## config.mk

```make
export PLATFORM = sky130hd
export DESIGN_NAME = keyed_record_deque_flat
export DESIGN_NICKNAME = d
export VERILOG_FILES = /design/src/rtl/core/krd_pkg.sv /design/src/rtl/core/krd_in_if.sv /design/src/rtl/core/krd_out_if.sv /design/src/rtl/core/krd_ctrl.sv /design/src/rtl/core/krd_datapath.sv /design/src/rtl/core/keyed_record_deque.sv /design/src/flat_wrapper.sv
export SDC_FILE = /design/constraint.sdc
export NUM_CORES = 2
export LEC_CHECK = 0
export BUFFER_PORTS_ARGS = -buffer_cell sky130_fd_sc_hd__clkbuf_2
export CAP_MARGIN = 20
export CORE_MARGIN = 4
export CORE_UTILIZATION = 30
export CTS_BUF_LIST = sky130_fd_sc_hd__clkbuf_8
export DETAILED_ROUTE_END_ITERATION = 10
export GPL_ROUTABILITY_DRIVEN = 0
export MAX_ROUTING_LAYER = met4
export PLACE_DENSITY_LB_ADDON = 0.1
export SYNTH_ARGS = -nofsm -noshare
export SYNTH_HDL_FRONTEND = slang
export SYNTH_SLANG_ARGS = --single-unit
```

## constraint.sdc

```tcl
create_clock -name clk -period 15.9 [get_ports clk]
set_input_delay 3.18 -clock clk [delete_from_list [all_inputs] [get_ports clk]]
set_output_delay 3.18 -clock clk [all_outputs]
set_load 0.005 [all_outputs]
```

## src/rtl/core/krd_pkg.sv

```systemverilog
package krd_pkg;

  localparam int DEPTH_DEFAULT = 16;

  localparam int CMD_W    = 4;
  localparam int ID_W     = 32;
  localparam int PRICE_W  = 32;
  localparam int STATUS_W = 2;
  localparam int COUNT_W  = 5;

  localparam logic [CMD_W-1:0] CMD_PUSH_BACK  = 4'd0;
  localparam logic [CMD_W-1:0] CMD_PUSH_FRONT = 4'd1;
  localparam logic [CMD_W-1:0] CMD_POP_FRONT  = 4'd2;
  localparam logic [CMD_W-1:0] CMD_POP_BACK   = 4'd3;
  localparam logic [CMD_W-1:0] CMD_FIND       = 4'd4;
  localparam logic [CMD_W-1:0] CMD_SET_PRICE  = 4'd5;
  localparam logic [CMD_W-1:0] CMD_MAX        = 4'd6;
  localparam logic [CMD_W-1:0] CMD_LIST_FWD   = 4'd7;
  localparam logic [CMD_W-1:0] CMD_LIST_BWD   = 4'd8;

  localparam logic [STATUS_W-1:0] ST_OK        = 2'd0;
  localparam logic [STATUS_W-1:0] ST_EMPTY     = 2'd1;
  localparam logic [STATUS_W-1:0] ST_NOT_FOUND = 2'd2;
  localparam logic [STATUS_W-1:0] ST_FULL      = 2'd3;

  typedef struct packed {
    logic load;
    logic exec;
    logic scan_run;
    logic list_rd;
    logic list_emit;
    logic res_emit;
  } krd_ctrl_t;

  typedef struct packed {
    logic is_scan;
    logic is_list;
    logic empty;
    logic scan_done;
    logic list_last;
    logic out_free;
  } krd_stat_t;

endpackage

```

## src/rtl/core/krd_in_if.sv

```systemverilog
interface krd_in_if;
  logic                                valid;
  logic                                ready;
  logic [krd_pkg::CMD_W-1:0]           cmd;
  logic signed [krd_pkg::ID_W-1:0]     item_id;
  logic signed [krd_pkg::PRICE_W-1:0]  item_price;

  modport source (output valid, output cmd, output item_id, output item_price, input ready);
  modport sink   (input valid, input cmd, input item_id, input item_price, output ready);
endinterface

```

## src/rtl/core/krd_out_if.sv

```systemverilog
interface krd_out_if;
  logic                                valid;
  logic                                ready;
  logic [krd_pkg::STATUS_W-1:0]        status;
  logic signed [krd_pkg::ID_W-1:0]     out_id;
  logic signed [krd_pkg::PRICE_W-1:0]  out_price;
  logic [krd_pkg::COUNT_W-1:0]         record_count;
  logic                                last;

  modport source (output valid, output status, output out_id, output out_price,
                  output record_count, output last, input ready);
  modport sink   (input valid, input status, input out_id, input out_price,
                  input record_count, input last, output ready);
endinterface

```

## src/rtl/core/krd_ctrl.sv

```systemverilog
module krd_ctrl (
  input  logic                clk,
  input  logic                rst,
  input  logic                in_valid,
  output logic                in_ready,
  input  krd_pkg::krd_stat_t  stat,
  output krd_pkg::krd_ctrl_t  ctrl
);

  typedef enum logic [5:0] {
    S_IDLE      = 6'b000001,
    S_EXEC      = 6'b000010,
    S_SCAN      = 6'b000100,
    S_EMIT      = 6'b001000,
    S_LIST_RD   = 6'b010000,
    S_LIST_EMIT = 6'b100000
  } state_t;

  state_t state, state_next;

  always_ff @(posedge clk) begin
    if (rst) begin
      state <= S_IDLE;
    end else begin
      state <= state_next;
    end
  end

  always_comb begin
    state_next = state;
    ctrl       = '0;
    in_ready   = 1'b0;
    case (state)
      S_IDLE: begin
        in_ready = 1'b1;
        if (in_valid) begin
          ctrl.load  = 1'b1;
          state_next = S_EXEC;
        end
      end
      S_EXEC: begin
        ctrl.exec = 1'b1;
        if (stat.is_scan && !stat.empty) begin
          state_next = S_SCAN;
        end else if (stat.is_list && !stat.empty) begin
          state_next = S_LIST_RD;
        end else begin
          state_next = S_EMIT;
        end
      end
      S_SCAN: begin
        ctrl.scan_run = 1'b1;
        if (stat.scan_done) begin
          state_next = S_EMIT;
        end
      end
      S_EMIT: begin
        if (stat.out_free) begin
          ctrl.res_emit = 1'b1;
          state_next    = S_IDLE;
        end
      end
      S_LIST_RD: begin
        ctrl.list_rd = 1'b1;
        state_next   = S_LIST_EMIT;
      end
      S_LIST_EMIT: begin
        if (stat.out_free) begin
          ctrl.list_emit = 1'b1;
          state_next     = stat.list_last ? S_IDLE : S_LIST_RD;
        end
      end
      default: begin
        state_next = S_IDLE;
      end
    endcase
  end

endmodule

```

## src/rtl/core/krd_datapath.sv

```systemverilog
module krd_datapath #(
  parameter int DEPTH = krd_pkg::DEPTH_DEFAULT
) (
  input  logic                                clk,
  input  logic                                rst,
  input  logic [krd_pkg::CMD_W-1:0]           in_cmd,
  input  logic signed [krd_pkg::ID_W-1:0]     in_id,
  input  logic signed [krd_pkg::PRICE_W-1:0]  in_price,
  input  krd_pkg::krd_ctrl_t                  ctrl,
  output krd_pkg::krd_stat_t                  stat,
  krd_out_if.source                           out_ch
);

  localparam int IW = (DEPTH > 1) ? $clog2(DEPTH) : 1;
  localparam int CW = $clog2(DEPTH + 1);
  localparam int SW = CW + 1;

  logic [krd_pkg::ID_W-1:0]    key_mem   [DEPTH];
  logic [krd_pkg::PRICE_W-1:0] price_mem [DEPTH];

  logic [krd_pkg::CMD_W-1:0]    cmd_r;
  logic [krd_pkg::ID_W-1:0]     key_r;
  logic [krd_pkg::PRICE_W-1:0]  price_r;

  logic [IW-1:0] front;
  logic [CW-1:0] count;
  logic [CW-1:0] pos;

  logic [krd_pkg::ID_W-1:0]    rd_key;
  logic [krd_pkg::PRICE_W-1:0] rd_price;

  logic          ev_valid;
  logic          ev_first;
  logic          ev_last;
  logic [IW-1:0] ev_slot;

  logic [krd_pkg::ID_W-1:0]    best_key;
  logic [krd_pkg::PRICE_W-1:0] best_price;

  logic [krd_pkg::STATUS_W-1:0] res_status;
  logic [krd_pkg::ID_W-1:0]     res_id;
  logic [krd_pkg::PRICE_W-1:0]  res_price;

  logic out_valid;

  function automatic logic [IW-1:0] slot_of(input logic [IW-1:0] f, input logic [CW-1:0] p);
    logic [SW-1:0] sum;
    sum = SW'(f) + SW'(p);
    if (sum >= SW'(DEPTH)) begin
      sum = sum - SW'(DEPTH);
    end
    return sum[IW-1:0];
  endfunction

  logic          is_push, is_pop, is_findset, is_max, is_list, full, empty;
  logic          issue, match, better, scan_done;
  logic [IW-1:0] front_dec, front_inc, push_slot, rd_addr, list_slot;
  logic          re, we_push, we_set;

  assign is_push    = (cmd_r == krd_pkg::CMD_PUSH_BACK) || (cmd_r == krd_pkg::CMD_PUSH_FRONT);
  assign is_pop     = (cmd_r == krd_pkg::CMD_POP_FRONT) || (cmd_r == krd_pkg::CMD_POP_BACK);
  assign is_findset = (cmd_r == krd_pkg::CMD_FIND) || (cmd_r == krd_pkg::CMD_SET_PRICE);
  assign is_max     = (cmd_r == krd_pkg::CMD_MAX);
  assign is_list    = (cmd_r == krd_pkg::CMD_LIST_FWD) || (cmd_r == krd_pkg::CMD_LIST_BWD);
  assign full       = (count == CW'(DEPTH));
  assign empty      = (count == '0);

  assign front_dec = (front == '0) ? IW'(DEPTH - 1) : front - IW'(1);
  assign front_inc = (front == IW'(DEPTH - 1)) ? '0 : front + IW'(1);
  assign push_slot = (cmd_r == krd_pkg::CMD_PUSH_FRONT) ? front_dec : slot_of(front, count);

  assign list_slot = (cmd_r == krd_pkg::CMD_LIST_BWD) ?
                     slot_of(front, count - CW'(1) - pos) : slot_of(front, pos);

  assign match     = ev_valid && is_findset && (rd_key == key_r);
  assign better    = ev_first || ($signed(rd_price) > $signed(best_price));
  assign scan_done = ctrl.scan_run && ev_valid && (match || ev_last);
  assign issue     = ctrl.scan_run && !scan_done && (pos < count);

  assign rd_addr = ctrl.list_rd ? list_slot : slot_of(front, pos);
  assign re      = issue || ctrl.list_rd;
  assign we_push = ctrl.exec && is_push && !full;
  assign we_set  = scan_done && match && (cmd_r == krd_pkg::CMD_SET_PRICE);

  assign stat.is_scan   = is_findset || is_max;
  assign stat.is_list   = is_list;
  assign stat.empty     = empty;
  assign stat.scan_done = scan_done;
  assign stat.list_last = (pos == count);
  assign stat.out_free  = !out_valid || out_ch.ready;

  // ring store
  always_ff @(posedge clk) begin
    if (we_push) begin
      key_mem[push_slot]   <= key_r;
      price_mem[push_slot] <= price_r;
    end else if (we_set) begin
      price_mem[ev_slot] <= price_r;
    end
    if (re) begin
      rd_key   <= key_mem[rd_addr];
      rd_price <= price_mem[rd_addr];
    end
  end

  always_ff @(posedge clk) begin
    if (rst) begin
      front     <= '0;
      count     <= '0;
      ev_valid  <= 1'b0;
      out_valid <= 1'b0;
    end else begin
      ev_valid <= issue;
      if (ctrl.exec && is_push && !full) begin
        count <= count + CW'(1);
        if (cmd_r == krd_pkg::CMD_PUSH_FRONT) begin
          front <= front_dec;
        end
      end else if (ctrl.exec && is_pop && !empty) begin
        count <= count - CW'(1);
        if (cmd_r == krd_pkg::CMD_POP_FRONT) begin
          front <= front_inc;
        end
      end
      if (ctrl.res_emit || ctrl.list_emit) begin
        out_valid <= 1'b1;
      end else if (out_ch.ready) begin
        out_valid <= 1'b0;
      end
    end
  end

  always_ff @(posedge clk) begin
    if (ctrl.load) begin
      cmd_r   <= in_cmd;
      key_r   <= in_id;
      price_r <= in_price;
    end
    if (ctrl.exec) begin
      pos       <= '0;
      res_id    <= '0;
      res_price <= '0;
      if (is_push) begin
        res_status <= full ? krd_pkg::ST_FULL : krd_pkg::ST_OK;
      end else if (is_pop || is_findset || is_max || is_list) begin
        res_status <= empty ? krd_pkg::ST_EMPTY : krd_pkg::ST_OK;
      end else begin
        res_status <= krd_pkg::ST_OK;
      end
    end else if (issue || ctrl.list_rd) begin
      pos <= pos + CW'(1);
    end
    if (issue) begin
      ev_slot  <= rd_addr;
      ev_first <= (pos == '0);
      ev_last  <= (pos == count - CW'(1));
    end
    if (ctrl.scan_run && ev_valid && is_max && better) begin
      best_key   <= rd_key;
      best_price <= rd_price;
    end
    if (scan_done) begin
      if (is_max) begin
        res_status <= krd_pkg::ST_OK;
        res_id     <= better ? rd_key : best_key;
        res_price  <= better ? rd_price : best_price;
      end else if (match) begin
        res_status <= krd_pkg::ST_OK;
        res_id     <= rd_key;
        res_price  <= (cmd_r == krd_pkg::CMD_SET_PRICE) ? price_r : rd_price;
      end else begin
        res_status <= krd_pkg::ST_NOT_FOUND;
        res_id     <= '0;
        res_price  <= '0;
      end
    end
    if (ctrl.res_emit) begin
      out_ch.status       <= res_status;
      out_ch.out_id       <= res_id;
      out_ch.out_price    <= res_price;
      out_ch.record_count <= krd_pkg::COUNT_W'(count);
      out_ch.last         <= 1'b1;
    end else if (ctrl.list_emit) begin
      out_ch.status       <= krd_pkg::ST_OK;
      out_ch.out_id       <= rd_key;
      out_ch.out_price    <= rd_price;
      out_ch.record_count <= krd_pkg::COUNT_W'(count);
      out_ch.last         <= (pos == count);
    end
  end

  assign out_ch.valid = out_valid;

endmodule

```

## src/rtl/core/keyed_record_deque.sv

```systemverilog
// channel  | dir | payload                                           | transfer
// in_ch    | in  | cmd, item_id, item_price                          | valid & ready
// out_ch   | out | status, out_id, out_price, record_count, last     | valid & ready
//
// One command at a time. Push, pop and unused codes pass through the execute and emit states.
// Find, set price and max read one record per cycle from the single-port ring
// store over the n records; a find or set price that hits stops the scan early.
// Listing alternates a store read and an output handshake for each record.
// Synchronous reset empties the queue; a stalled output holds its result and
// the next command is taken once the current one has loaded its last result.
module keyed_record_deque #(
  parameter int DEPTH = krd_pkg::DEPTH_DEFAULT
) (
  input  logic       clk,
  input  logic       rst,
  krd_in_if.sink     in_ch,
  krd_out_if.source  out_ch
);

  krd_pkg::krd_ctrl_t ctrl;
  krd_pkg::krd_stat_t stat;
  logic               in_ready;

  assign in_ch.ready = in_ready;

  krd_ctrl u_ctrl (
    .clk      (clk),
    .rst      (rst),
    .in_valid (in_ch.valid),
    .in_ready (in_ready),
    .stat     (stat),
    .ctrl     (ctrl)
  );

  krd_datapath #(
    .DEPTH (DEPTH)
  ) u_datapath (
    .clk      (clk),
    .rst      (rst),
    .in_cmd   (in_ch.cmd),
    .in_id    (in_ch.item_id),
    .in_price (in_ch.item_price),
    .ctrl     (ctrl),
    .stat     (stat),
    .out_ch   (out_ch)
  );

endmodule
```

## src/flat_wrapper.sv

```systemverilog
// flat-port wrapper written by rule: the top's interface ports become plain ports
module keyed_record_deque_flat 
#(
  parameter int DEPTH = krd_pkg::DEPTH_DEFAULT
)
  (clk, rst, in_ch_valid, in_ch_cmd, in_ch_item_id, in_ch_item_price, in_ch_ready, out_ch_valid, out_ch_status, out_ch_out_id, out_ch_out_price, out_ch_record_count, out_ch_last, out_ch_ready);
  krd_in_if in_ch_i ();
  krd_out_if out_ch_i ();
  input  logic clk;
  input  logic rst;
  input wire logic [$bits(in_ch_i.valid)-1:0] in_ch_valid;
  input wire logic [$bits(in_ch_i.cmd)-1:0] in_ch_cmd;
  input wire logic [$bits(in_ch_i.item_id)-1:0] in_ch_item_id;
  input wire logic [$bits(in_ch_i.item_price)-1:0] in_ch_item_price;
  output wire logic [$bits(in_ch_i.ready)-1:0] in_ch_ready;
  output wire logic [$bits(out_ch_i.valid)-1:0] out_ch_valid;
  output wire logic [$bits(out_ch_i.status)-1:0] out_ch_status;
  output wire logic [$bits(out_ch_i.out_id)-1:0] out_ch_out_id;
  output wire logic [$bits(out_ch_i.out_price)-1:0] out_ch_out_price;
  output wire logic [$bits(out_ch_i.record_count)-1:0] out_ch_record_count;
  output wire logic [$bits(out_ch_i.last)-1:0] out_ch_last;
  input wire logic [$bits(out_ch_i.ready)-1:0] out_ch_ready;
  assign in_ch_i.valid = in_ch_valid;
  assign in_ch_i.cmd = in_ch_cmd;
  assign in_ch_i.item_id = in_ch_item_id;
  assign in_ch_i.item_price = in_ch_item_price;
  assign in_ch_ready = in_ch_i.ready;
  assign out_ch_valid = out_ch_i.valid;
  assign out_ch_status = out_ch_i.status;
  assign out_ch_out_id = out_ch_i.out_id;
  assign out_ch_out_price = out_ch_i.out_price;
  assign out_ch_record_count = out_ch_i.record_count;
  assign out_ch_last = out_ch_i.last;
  assign out_ch_i.ready = out_ch_ready;
  keyed_record_deque #(.DEPTH(DEPTH)) u_core (.clk(clk), .rst(rst), .in_ch(in_ch_i), .out_ch(out_ch_i));
endmodule
```

---- Yosys cells after proc, flatten, opt, wreduce, memory -nomap -nowiden ----
Memories as Yosys holds them, arrays and structs flattened. A register that Yosys moved wholly into a read port is not among the register bits.
Index checks and enable logic that the tools add are counted.
storage, ports and cells
  bits in registers ....................... 298
  bits in writable memories ............... 1024
  input bits .............................. 72
  logic and storage cells ................. 177
  memories kept ........................... 2
operators by class
  add/subtract/negate cells ............... 12
  order comparisons ....................... 5
  eq/ne operators ......................... 24
  muxes and demuxes ....................... 67
  reduce and logical (&&, ||, !) cells .... 45
memory list
  name                         depth  bits a word  rd ports  clocked after memory_dff  wr ports  RTL line            source
  u_core.u_datapath.key_mem    16     32           1         1                         1         krd_datapath.sv:18  logic [krd_pkg::ID_W-1:0] key_mem [DEPTH];
  u_core.u_datapath.price_mem  16     32           1         1                         1         krd_datapath.sv:19  logic [krd_pkg::PRICE_W-1:0] price_mem [DEPTH];
operators by type and width
  cell                                                                count
  2-to-1 mux 32 bit                                                   15
  2-to-1 mux 4 bit                                                    13
  case mux 6 bit (6 select lines)                                     1
  == test 32 bit                                                      1
  greater-than comparator 32 bit                                      1
  OR reduction 32 bit                                                 1
  2-to-1 mux 5 bit                                                    6
  2-to-1 mux 6 bit                                                    5
  2-to-1 mux 1 bit                                                    19
  adder 4 x 5 -> 6 bit                                                3
  greater-or-equal comparator 6 x 5 -> 1 bit (second input constant)  3
  == test 4 x 3 -> 1 bit (second input constant)                      4
  logical AND 1 bit                                                   16
  2-to-1 mux 2 bit                                                    8
  subtractor 4 x 1 -> 4 bit (second input constant)                   4
  logical OR 1 bit                                                    13
  adder 5 x 1 -> 5 bit (second input constant)                        2
  == test 5 bit                                                       2
  zero test 5 bit                                                     2
  nonzero test 2 bit                                                  5
  == test 4 x 2 -> 1 bit (second input constant)                      2
  == test 4 bit (second input constant)                               2
  zero test 4 bit                                                     2
  == test 6 x 1 -> 1 bit (second input constant)                      1
  other kinds (16)                                                    22

---- Logic depth before layout (Yosys ltp) ----
  depth in word-level cells ............... 13
  mapped depth ............................ 15

---- Modules after synthesis ----
A second synthesis with hierarchy kept.
second synthesis, totals
  cell total of the unflattened synthesis .. 4072
  area, all modules ....................... 56754.4 um^2
by module, submodules not included
  module        times used  cells each  area an instance (um^2)  seq. area each (um^2)
  krd_datapath  1           4017        56286.5                  41269.6
  krd_ctrl      1           55          467.9                    120.1

---- Least setup slack after synthesis ----
OpenSTA, ideal clock, no wires.
  kind .................................... flip-flop to flip-flop
  from .................................... reg u_core.u_datapath.rd_price[17] (netlist bit) (read register of u_core.u_datapath.price_mem)
  to ...................................... reg u_core.u_datapath.best_key[0] (netlist bit), enable pin
  setup time .............................. 565 ps
  arrival time ............................ 6562 ps
  required time ........................... 15335 ps
  path slack .............................. 8773 ps
  stages on the path, launching flop included .. 10
  path buffers ............................ 1
  period minus slack after synthesis ...... 7127 ps
  cells stage by stage .................... edfxtp_1 > ha_1 > and3_1 > nand3_1 > nor4_1 > a221o_1 > a211o_1 > o21ai_1 > clkbuf_1 > nor3_1
on the way
  cells in the longest elaborated chain, start to end .. 3
RTL lines
  element                         RTL line             source
  from (decl)                     krd_datapath.sv:30   logic [krd_pkg::PRICE_W-1:0] rd_price;
  greater-than comparator 32 bit  krd_datapath.sv:76   assign better = ev_first || ($signed(rd_price) > $signed(best_price));
  logical OR 1 bit                krd_datapath.sv:76
  logical AND 1 bit               krd_datapath.sv:158  if (ctrl.scan_run && ev_valid && is_max && better) begin
  to (signal assigned)            krd_datapath.sv:159  best_key <= rd_key;
  to (decl)                       krd_datapath.sv:37   logic [krd_pkg::ID_W-1:0] best_key;
Every way passes these cells.
A chain may end at the register's enable or synchronous reset.

---- Worst setup path after layout ----
  from .................................... reg u_core.u_datapath.count[0]
  to ...................................... reg u_core.u_datapath.rd_key[0] (netlist bit) (read register of u_core.u_datapath.key_mem) (data pin)
on the way
  cells in the longest elaborated chain, start to end .. 7
  elaborated cells between the ends (all ways) .. 11
RTL lines
  element                                                                                         RTL line                                source
  from (decl)                                                                                     krd_datapath.sv:26                      logic [CW-1:0] count;
  from (signal assigned)                                                                          krd_datapath.sv:115                     count <= count + CW'(1);
  from (signal assigned)                                                                          krd_datapath.sv:120                     count <= count - CW'(1);
  subtractor 5 x 1 -> 5 bit *                                                                     krd_datapath.sv:73                      slot_of(front, count - CW'(1) - pos) : slot_of(front, pos);
  subtractor 5 bit *                                                                              krd_datapath.sv:73
  adder 4 x 5 -> 6 bit *                                                                          krd_datapath.sv:48                      sum = SW'(f) + SW'(p);
  greater-or-equal comparator 6 x 5 -> 1 bit / subtractor 4 x 1 -> 4 bit (equally long branches)  krd_datapath.sv:49, krd_datapath.sv:50
  2-to-1 mux 4 bit *                                                                              krd_datapath.sv:49                      if (sum >= SW'(DEPTH)) begin
  2-to-1 mux 4 bit *                                                                              krd_datapath.sv:72                      assign list_slot = (cmd_r == krd_pkg::CMD_LIST_BWD) ?
  2-to-1 mux 4 bit *                                                                              krd_datapath.sv:80                      assign rd_addr = ctrl.list_rd ? list_slot : slot_of(front, pos);
  named net u_core.u_datapath.rd_addr[1]                                                          krd_datapath.sv:57                      logic [IW-1:0] front_dec, front_inc, push_slot, rd_addr, list_slot;
  to (decl)                                                                                       krd_datapath.sv:29                      logic [krd_pkg::ID_W-1:0] rd_key;
Mark *: on every way through the listed nets, which the timed path passes. The rest lies on a longest branch.

==> results.md <==
* Wire length per cell at 25.37 um
* Clock Sinks at 1386
* Max Cap Viol at 0
* TritonCTS buffer count at 238
* Die height at 436.8 um
* Setup Skew at 60.98 ps
* Critical path type: register to register
* Synthesized instance count at 4006
* Total number of vias at 33130
* Crit path time final at 5652 ps
* Worst hold stages at 2
* Setup crit end kind: register
* Area delta synth->final at 14.80%
* RSZ-0062 raised after global routing: no
* Leakage Power at 21.43 nW
* Drt via density at 4.795
* Post-DRT Antenna Nets at 0
* Logic pwr share at 0.096
* Share of post-route cells with drive strength above 1 at 0.1403
* Hold_buf cts at 0
* FMAX at 0.1769 GHz
* CTS Root Cell: clkbuf_8
* Fin crit share at 0.3555
* Worst Path Required at 16540 ps
* Drc violations at 0
* Synth Area in Simple Gates at 0.1480
* Yosys reg bits at 1386
* Xor/xnor share of the synthesized area at 0.008890
* CTS tree: done
* Synth unique cells at 66
* Detailed Route Iter0 Violations at 2699
* Pre-Repair DR Iteration Count at 5
* H-Tree Depth at 4
* First-pass GRT wire length at 248900 um
* Synth Flop Type: edfxtp_1
* Clk Latency, worst-skew pair at 980 ps
* Post_cts resized at 0
* PortBufs at 145
* Clock Power Share at 0.376
* Max Used Layer: met4
* Nets@finish at 4387
* Initial antenna violation count at 4
* Final setup margin at 10250 ps
* Register area share after synthesis at 0.7502
* Setup crit start kind: register
* Placed cell area at 0.05908 mm^2
* Total Wirelength at 175300 um
* Syn Nets at 4138
* Die area at 0.1908 mm^2
* Finished Core Util at 0.3463
* Number of global-route vias before repair at 33780
* Number of synthesized flops with an enable pin at 1363
* Relative slew slack at 0.1788
* Met1 wire length at 76700 um
* Worst slew pin tran at 1232 ps
* Cells on worst reg2reg path at 12
* Compound-Gate Fraction of Synth Area at 0.02109
* Filler cells at 17920
* I/O pin count at 146
* Clock slew at reported path FFs at 60 ps
* Crit-path max cell delay at 930 ps
* Status: complete, no violations
* Crit-path cells: inv_1, ha_1, inv_1, fa_1, fa_1, mux2_2, nor2_4, buf_4, buf_4, nand3_1, nand4_1, mux2i_1
* WP data arrival at 6290 ps
* Max clock buf depth at 3
* Max stage delay cell, worst path: buf_4
* Switching power at 2.114 mW
* Post-CTS setup buffers at 0
* Grt ovf at 0
* Multiplexer area fraction after synthesis at 0.03767
* FP Rows at 157
* Dpl ws at 10150 ps
* Sequential fraction of design power at 0.528
* Final setup vio count at 0
* Syn Area/Cell at 13.77 um^2
* Setup TNS at 0 ps
* Hold Crit Class: register to register
* Max Slew Vio Count at 0
* Fin area at 0.06333 mm^2
* Core region area at 0.1829 mm^2
* Synth Cell Area at 0.05517 mm^2
* Largest family of logic cells by synthesized area: simple AND/OR/NAND/NOR gates
* CP max FO at 55
* Post-Synth Adder-Cell Area at 0.01415
* Int Power at 5.789 mW
* Yosys warnings at 0
* Peak VDD IR at 148.2 uV
* Initial Util at 0.3017
* Switching fraction of total power at 0.2675
* Final HPWL DP at 88630 um
* Routed wl met2 at 86130 um
* Largest net degree at the start of global routing at 175
* Total Routing Usage GR at 0.1853
* Async set-reset flop share out of synthesis at 0
* PwrDens at 124.8 mW/mm^2
* WL met3 at 6927 um
* Final Hold Fails at 0
* Die width at 436.8 um
## cell usage in the layout (no fill, tap or decap), types with 7 or more instances in the layout
| master | n |
|---|---|
| nand3_1 | 531 |
| clkbuf_2 | 146 |
| nor4_1 | 11 |
| xor2_1 | 37 |
| nor2_1 | 39 |
| nand2b_1 | 8 |
| a21oi_1 | 34 |
| mux2i_1 | 130 |
| edfxtp_1 | 1363 |
| clkbuf_8 | 244 |
| nand4_1 | 130 |
| o22ai_1 | 33 |
| clkinv_2 | 17 |
| nor2_4 | 35 |
| a31oi_1 | 7 |
| clkinv_1 | 71 |
| buf_4 | 74 |
| a21o_1 | 9 |
| dfxtp_1 | 23 |
| inv_1 | 137 |
| mux2_2 | 67 |
| nand2_1 | 1053 |
| nor3_1 | 14 |
| a22o_1 | 32 |
| ha_1 | 56 |
| o21ai_0 | 20 |
| xnor2_1 | 18 |
## critical path: cells and delay by family (launching register included)
kind / cells / cell delay (ps)
fa+ha+maj: 3 / 1310
buf+inv: 4 / 2030
mux: 2 / 420
flops: 1 / 520
simple gates: 3 / 990
## power by group through the flow
stage	sequential, mW	clock (mW)	combinational (mW)
floorplan	4.22	0	0.455
global placement	4.25	0	0.775
detailed placement	4.25	0	0.777
CTS	4.18	3.08	0.778
global route	4.18	3.25	0.839
finish	4.18	2.97	0.756
## layer usage
layer | up-vias | GRT usage
met2 | 773 | 0.3043
met1 | 16820 | 0.2358
met3 | 279 | 0.02891
met5 | - | -
li1 | 15260 | -
met4 | 0 | 0.05951
## synth_stat cells, types with 19 or more instances
master / count / area (um^2)
mux2i_1: 130 / 1301
xor2_1: 37 / 324.1
xnor2_1: 19 / 166.4
buf_1: 28 / 105.1
o22ai_1: 33 / 206.5
o21ai_0: 21 / 105.1
nand2_1: 1055 / 3960
edfxtp_1: 1363 / 40930
nand3_1: 531 / 2658
nor2_1: 74 / 277.8
nand4_1: 130 / 813.3
dfxtp_1: 23 / 460.4
a21oi_1: 34 / 170.2
ha_1: 56 / 700.7
clkbuf_1: 154 / 578.1
inv_1: 59 / 221.5
mux2_2: 67 / 754.5
a22o_1: 32 / 280.3
buf_2: 26 / 130.1
## final cells by class
cell class | instances | area, um^2 | area share
tap | 2464 | 3083 | 0.04868
clock buffer | 244 | 3358 | 0.05302
sequential | 1386 | 41390 | 0.6535
inverter | 61 | 236.5 | 0.003734
antenna | 4 | 10.01 | 0.0001580
multi-input combinational | 2344 | 13010 | 0.2055
clock inverter | 182 | 878.3 | 0.01387
timing repair buffer | 224 | 1366 | 0.02157
## final timing paths
kind                            slack, ps                                          to                                       start
worst max register to register      10250       u_core.u_datapath.rd_key[0]$_DFFE_PP_     u_core.u_datapath.count[0]$_SDFFE_PP0P_
worst min-delay path                  490  u_core.u_datapath.out_ch.last$_SDFFE_PP1P_  u_core.u_datapath.out_ch.last$_SDFFE_PP1P_
worst max-delay path                10250       u_core.u_datapath.rd_key[0]$_DFFE_PP_     u_core.u_datapath.count[0]$_SDFFE_PP0P_
worst min register to register        490  u_core.u_datapath.out_ch.last$_SDFFE_PP1P_  u_core.u_datapath.out_ch.last$_SDFFE_PP1P_
## kinds of logic after synthesis
| kind of cell | Yosys count |
|---|---|
| AND/OR/NAND/NOR | 1859 |
| flip-flops | 1386 |
| AO/OA/AOI/OAI | 171 |
| adder cells (fa/ha/maj) | 60 |
| multiplexers | 198 |
| buffers and inverters | 276 |
| XOR/XNOR | 56 |
## state kept, by name, summed over array words and instances (netlist names), 5 cells and up
name                                   cells
u_core.u_datapath.rd_key                  32
u_core.u_datapath.res_price               32
u_core.u_datapath.res_id                  32
u_core.u_datapath.pos                      5
u_core.u_datapath.price_mem              512
u_core.u_datapath.best_price              32
u_core.u_datapath.best_key                32
u_core.u_datapath.out_ch.out_price        32
u_core.u_datapath.key_mem                512
u_core.u_datapath.price_r                 32
u_core.u_ctrl.state                        6
u_core.u_datapath.key_r                   32
u_core.u_datapath.out_ch.record_count      5
u_core.u_datapath.count                    5
u_core.u_datapath.out_ch.out_id           32
u_core.u_datapath.rd_price                32
## per-stage QoR
stage / power, mW / hold slack, ps / instances
detailed placement: 5.030 / 481.0 / 6478
global route: 8.276 / 518.8 / 6908
global placement: 5.028 / 488.9 / 6477
finish: 7.903 / 486.8 / 6909
CTS: 8.034 / 492.3 / 6904
floorplan: 4.676 / 406.4 / 4006
No activity file was read; power rests on OpenSTA's default activity.
